`src/rtl/mss_pkg.sv`:
```
// Shared types and constants of the multi-signature byte scanner.
package mss_pkg;

  localparam int MODE_W    = 2;
  localparam int SLOT_W    = 3;
  localparam int INDEX_W   = 6;
  localparam int BYTE_W    = 8;
  localparam int OUT_OFF_W = 16;

  // transaction kinds on the input channel
  localparam logic [MODE_W-1:0] MODE_SIG_BYTE = 2'd0;
  localparam logic [MODE_W-1:0] MODE_SIG_LEN  = 2'd1;
  localparam logic [MODE_W-1:0] MODE_SCAN     = 2'd2;

  // results per scanned byte are capped
  localparam int MAX_RESULTS = 8;
  localparam int RES_CNT_W   = $clog2(MAX_RESULTS);

  // control broadcast from the sequencer to every cell
  typedef struct packed {
    logic               shift;     // history moves one cell down the row
    logic               step;      // prefix-match bits advance with feed
    logic               restart;   // ignore prefix bits of the previous byte
    logic               flush;     // clear all prefix bits
    logic               sig_we;    // signature byte write
    logic [BYTE_W-1:0]  feed;      // byte compared against the signatures
    logic [SLOT_W-1:0]  wr_slot;
    logic [INDEX_W-1:0] wr_index;
    logic [BYTE_W-1:0]  wr_data;
  } cell_ctrl_t;

endpackage

```
`src/rtl/mss_cell.sv`:
```
// One column of the matcher: a history byte, signature bytes and prefix-match bits.
module mss_cell #(
  parameter int NUM_SLOTS   = 8,
  parameter int MAX_SIG_LEN = 64,
  parameter int IDX         = 0
) (
  input  logic                         clk,
  input  logic                         rst_n,
  input  mss_pkg::cell_ctrl_t          ctrl,
  input  logic [mss_pkg::BYTE_W-1:0]   hist_in,
  output logic [mss_pkg::BYTE_W-1:0]   hist_out,
  input  logic [NUM_SLOTS-1:0]         bits_in,
  output logic [NUM_SLOTS-1:0]         bits_out,
  input  logic [$clog2(MAX_SIG_LEN+1)-1:0] len_i [NUM_SLOTS],
  output logic [NUM_SLOTS-1:0]         hit
);

  localparam bit  FIRST = (IDX == 0);

  logic [mss_pkg::BYTE_W-1:0] hist_r;
  logic [mss_pkg::BYTE_W-1:0] sig_r [NUM_SLOTS];
  logic [NUM_SLOTS-1:0]       bits_r;
  logic [NUM_SLOTS-1:0]       bits_nxt;
  logic [NUM_SLOTS-1:0]       prev_eff;
  logic [NUM_SLOTS-1:0]       eq;

  assign hist_out = hist_r;
  assign bits_out = bits_r;

  always_comb begin
    if (FIRST) begin
      prev_eff = '1;
    end else if (ctrl.restart) begin
      prev_eff = '0;
    end else begin
      prev_eff = bits_in;
    end
    for (int s = 0; s < NUM_SLOTS; s++) begin
      eq[s]  = (sig_r[s] == ctrl.feed);
      hit[s] = bits_r[s] && (32'(len_i[s]) == IDX + 1);
    end
    bits_nxt = prev_eff & eq;
  end

  always_ff @(posedge clk) begin
    if (!rst_n) begin
      bits_r <= '0;
    end else if (ctrl.flush) begin
      bits_r <= '0;
    end else if (ctrl.step) begin
      bits_r <= bits_nxt;
    end
  end

  always_ff @(posedge clk) begin
    if (ctrl.shift) begin
      hist_r <= hist_in;
    end
    for (int s = 0; s < NUM_SLOTS; s++) begin
      if (ctrl.sig_we && 32'(ctrl.wr_slot) == s && 32'(ctrl.wr_index) == IDX) begin
        sig_r[s] <= ctrl.wr_data;
      end
    end
  end

endmodule

```
`config.mk`:
```
export PLATFORM = sky130hd
export DESIGN_NAME = mss_cell
export DESIGN_NICKNAME = d
export VERILOG_FILES = /design/src/rtl/mss_pkg.sv /design/src/rtl/mss_cell.sv
export SDC_FILE = /design/constraint.sdc
export NUM_CORES = 1
export LEC_CHECK = 0
export ABC_CLOCK_PERIOD_IN_PS = 3900
export BUFFER_PORTS_ARGS = -buffer_cell sky130_fd_sc_hd__buf_2
export CAP_MARGIN = 30
export CORE_ASPECT_RATIO = 0.7
export CORE_MARGIN = 10
export CORE_UTILIZATION = 25
export DETAILED_ROUTE_END_ITERATION = 7
export PLACE_DENSITY = 0.45
export SYNTH_ARGS = -nofsm -noshare
export SYNTH_HDL_FRONTEND = slang
export SYNTH_SLANG_ARGS = --single-unit
```
`constraint.sdc`:
```
create_clock -name clk -period 3.9 [get_ports clk]
set_input_delay 0.195 -clock clk [delete_from_list [all_inputs] [get_ports clk]]
set_output_delay 0.195 -clock clk [all_outputs]
set_load 0.01 [all_outputs]
```
==> run_results.csv <==
group,metric,value,unit
run_status,outcome,"finished, final reports clean",
hold_path,min-delay-path-class,"input pin to flip-flop",
die,die_height,118,um
synth,ys_warn_count,0,
timing,fin_ws,2.16,ns
route,num_vias,2261,
global_routing,use_met1,0.126,
die,row_count,35,
timing,hold_viol,0,
placement,dp.cells,529,
synth,synth_seq_area_share,0.681,
cts,path_clk_slew,0.06,ns
synth,synth_area_per_cell,14.7,sq um
synth,synth_simple_gate_area_frac,0.135,
worst_setup_path,required,3.94,ns
layout,most-common-layout-cells,"buf_2, edfxtp_1, xor2_1, nand2_1, xnor2_1",
synth,synth.area.mux_share,0,
run,maxCapViolations,0,
timing,hold_ws,0.0372,ns
timing,rsz0062_at_grt,"no",
synth,ys_types,21,
layout,instances_no_fill,545,
global_routing,overflow,0,
route,via_per_inst,4.15,
synth,synthesis.area,0.00341,sq mm
layout,insertedDiodeCount,0,
synth,synth_compound_area_frac,0.00477,
worst_setup_path,crit_type,"input pin to flip-flop",
layout,area_growth,31.1,%
layout,nets,460,
cts,hold_buffers,0,
timing,setup-tns-final,0,ns
placement,place_ws,1.66,ns
global_routing,grt_max_degree,13,
route,wl,9430,um
worst_setup_path,worst_ep_arrival_time,1.77,ns
route,wl_per_cell,17.3,um
cts,cts_tree,"yes",
die,initial_core_util,0.257,
timing,final_max_slew_viol_count,0,
cts,cts_made_buffers,9,
power_and_ir_drop,leakage,1.73,nW
worst_setup_path,cp-end-kind,"flip-flop",
timing,maxSlewHeadroom,0.490,
global_routing,grt_pass1_vias,2424,
cts,cts_sinks,80,
synth,syn_nets,336,
global_routing,grt.met2_usage,0.153,
die,dieArea,0.0188,sq mm
power_and_ir_drop,peakVddDrop,203,uV
worst_setup_path,critical_path.cell_chain,"buf_2, nor4_1, nand4b_1, nor3_1, clkbuf_2",
timing,fmax,576,MHz
cts,insertion_delay,0.33,ns
die,core-area,0.0133,sq mm
timing,post-route-min-period,1.74,ns
global_routing,grt_pass1_wl,14100,um
synth,synth_xor_xnor_area_share,0.164,
synth,synth_fa_ha_area_frac,0,
route,drc_errors,0,
global_routing,antenna_found_initial,0,
worst_setup_path,startpoint_type,"input pin",
die,num_io_pins,128,
worst_setup_path,cpPeakStageDelay,0.56,ns
route,ant_nets,0,
placement,hpwlAfterDp,6950,um
timing,tightestPinTransition,0.762,ns
layout,final_common_cell,"buf_2",
timing,finalClockSkew,0.00422,ns
global_routing,busiest_layer,"met2",
cts,htreeDepth,3,
placement,port_buffers,118,
synth,synth_top_family_by_area,"XOR/XNOR gates",
die,dieWidth,160,um
layout,n_fill_cell,1335,
worst_setup_path,path_max_fanout,5,
cts,cts_resized,0,
worst_setup_path,crit_slowest_cell,"nor3_1",
power_and_ir_drop,power_per_cell_area,418,mW/mm^2
cts,post_cts_buffers,0,
timing,finalCritPeriodShare,0.445,
synth,syn_inst,232,
timing,finalSetupViolCount,0,
cts,clockBufferDepth,2,
global_routing,use_met3,0.0419,
placement,place_congestion,0.727,
route,drt_pre_antenna_iters,4,
cts,cts_root_buf,"clkbuf_16",
route,drtIter0Drc,88,
global_routing,track_usage,0.0993,
synth,ys_seq_elements,80,
layout,drive_gt1_frac,0.375,
==> worst paths after layout <==
kind,from,endpoint,slack (ns),cells after the start
setup / recovery,ctrl[11],sig_r[0][4],2.16,5
hold / removal,hist_in[2],hist_out[2],0.04,1
setup reg to reg,sig_r[1][23],bits_out[6],2.51,4
hold reg to reg,bits_out[7],bits_out[7],0.45,2
==> logic make-up after synthesis <==
group                     after synthesis
AOI/OAI and AO/OA                       1
xor gates and xnor gates               64
buffers and inverters                   8
DFF                                    80
and+or+nand+nor                        79
==> cells in the mapped netlist, drive strengths merged <==
cell type / count / area share
nand4b: 1 / 0.0026
or4: 7 / 0.015
nor3b: 1 / 0.0022
dfxtp: 8 / 0.047
edfxtp: 72 / 0.63
nand3: 1 / 0.0015
nand3b: 1 / 0.0022
and4b: 1 / 0.0029
xor2: 48 / 0.12
o41ai: 1 / 0.0048
nor2: 15 / 0.017
nand4bb: 7 / 0.023
nor4b: 1 / 0.0026
nor3: 9 / 0.013
nand2b: 2 / 0.0037
nor4: 9 / 0.017
buf: 8 / 0.015
nand4: 8 / 0.015
nand2: 16 / 0.018
xnor2: 16 / 0.041
==> power breakdown <==
group          internal [mW]  switching (mW)  leakage (nW)
Combinational         0.0596          0.0702         0.869
Sequential             0.941         0.00166         0.718
Clock                  0.486           0.309         0.140
==> worst max-delay path: cells and delay by family <==
kind	cells	cell delay [ns]
buffers and inverters	2	0.37
AND/OR/NAND/NOR	3	1.22
==> registers in the layout, indices dropped and copies added (netlist names) <==
signal    flops
sig_r        64
hist_out      8
bits_out      8
==> final cells by class <==
cell class / count / area [sq um] / share of cell area
multi-input cells: 144 / 1040 / 0.232
repair buffers: 121 / 606 / 0.135
clock inverters: 5 / 48.8 / 0.0109
flip-flops and latches: 80 / 2320 / 0.519
well taps: 185 / 231 / 0.0517
clock buffers: 10 / 229 / 0.0512
==> routing by layer <==
| layer | part of all wire | vias to the layer above | wire length (um) |
|---|---|---|---|
| li1 | - | 1099 | - |
| met1 | 0.47 | 1066 | 4460 |
| met2 | 0.44 | 88 | 4190 |
| met3 | 0.076 | 8 | 717 |
| met4 | 0.0071 | 0 | 67 |
| met5 | 0 | - | 0 |
==> metrics by stage <==
stage	power, mW	utilization	cell area (sq um)
6_report	1.87	0.337	4470
4_1_cts	1.89	0.337	4470
2_1_floorplan	1.02	-	3410
3_5_place_dp	1.09	0.316	4190
3_3_place_gp	1.09	0.315	4180
5_1_grt	1.94	0.337	4470
No activity file was read; power rests on OpenSTA's default activity.
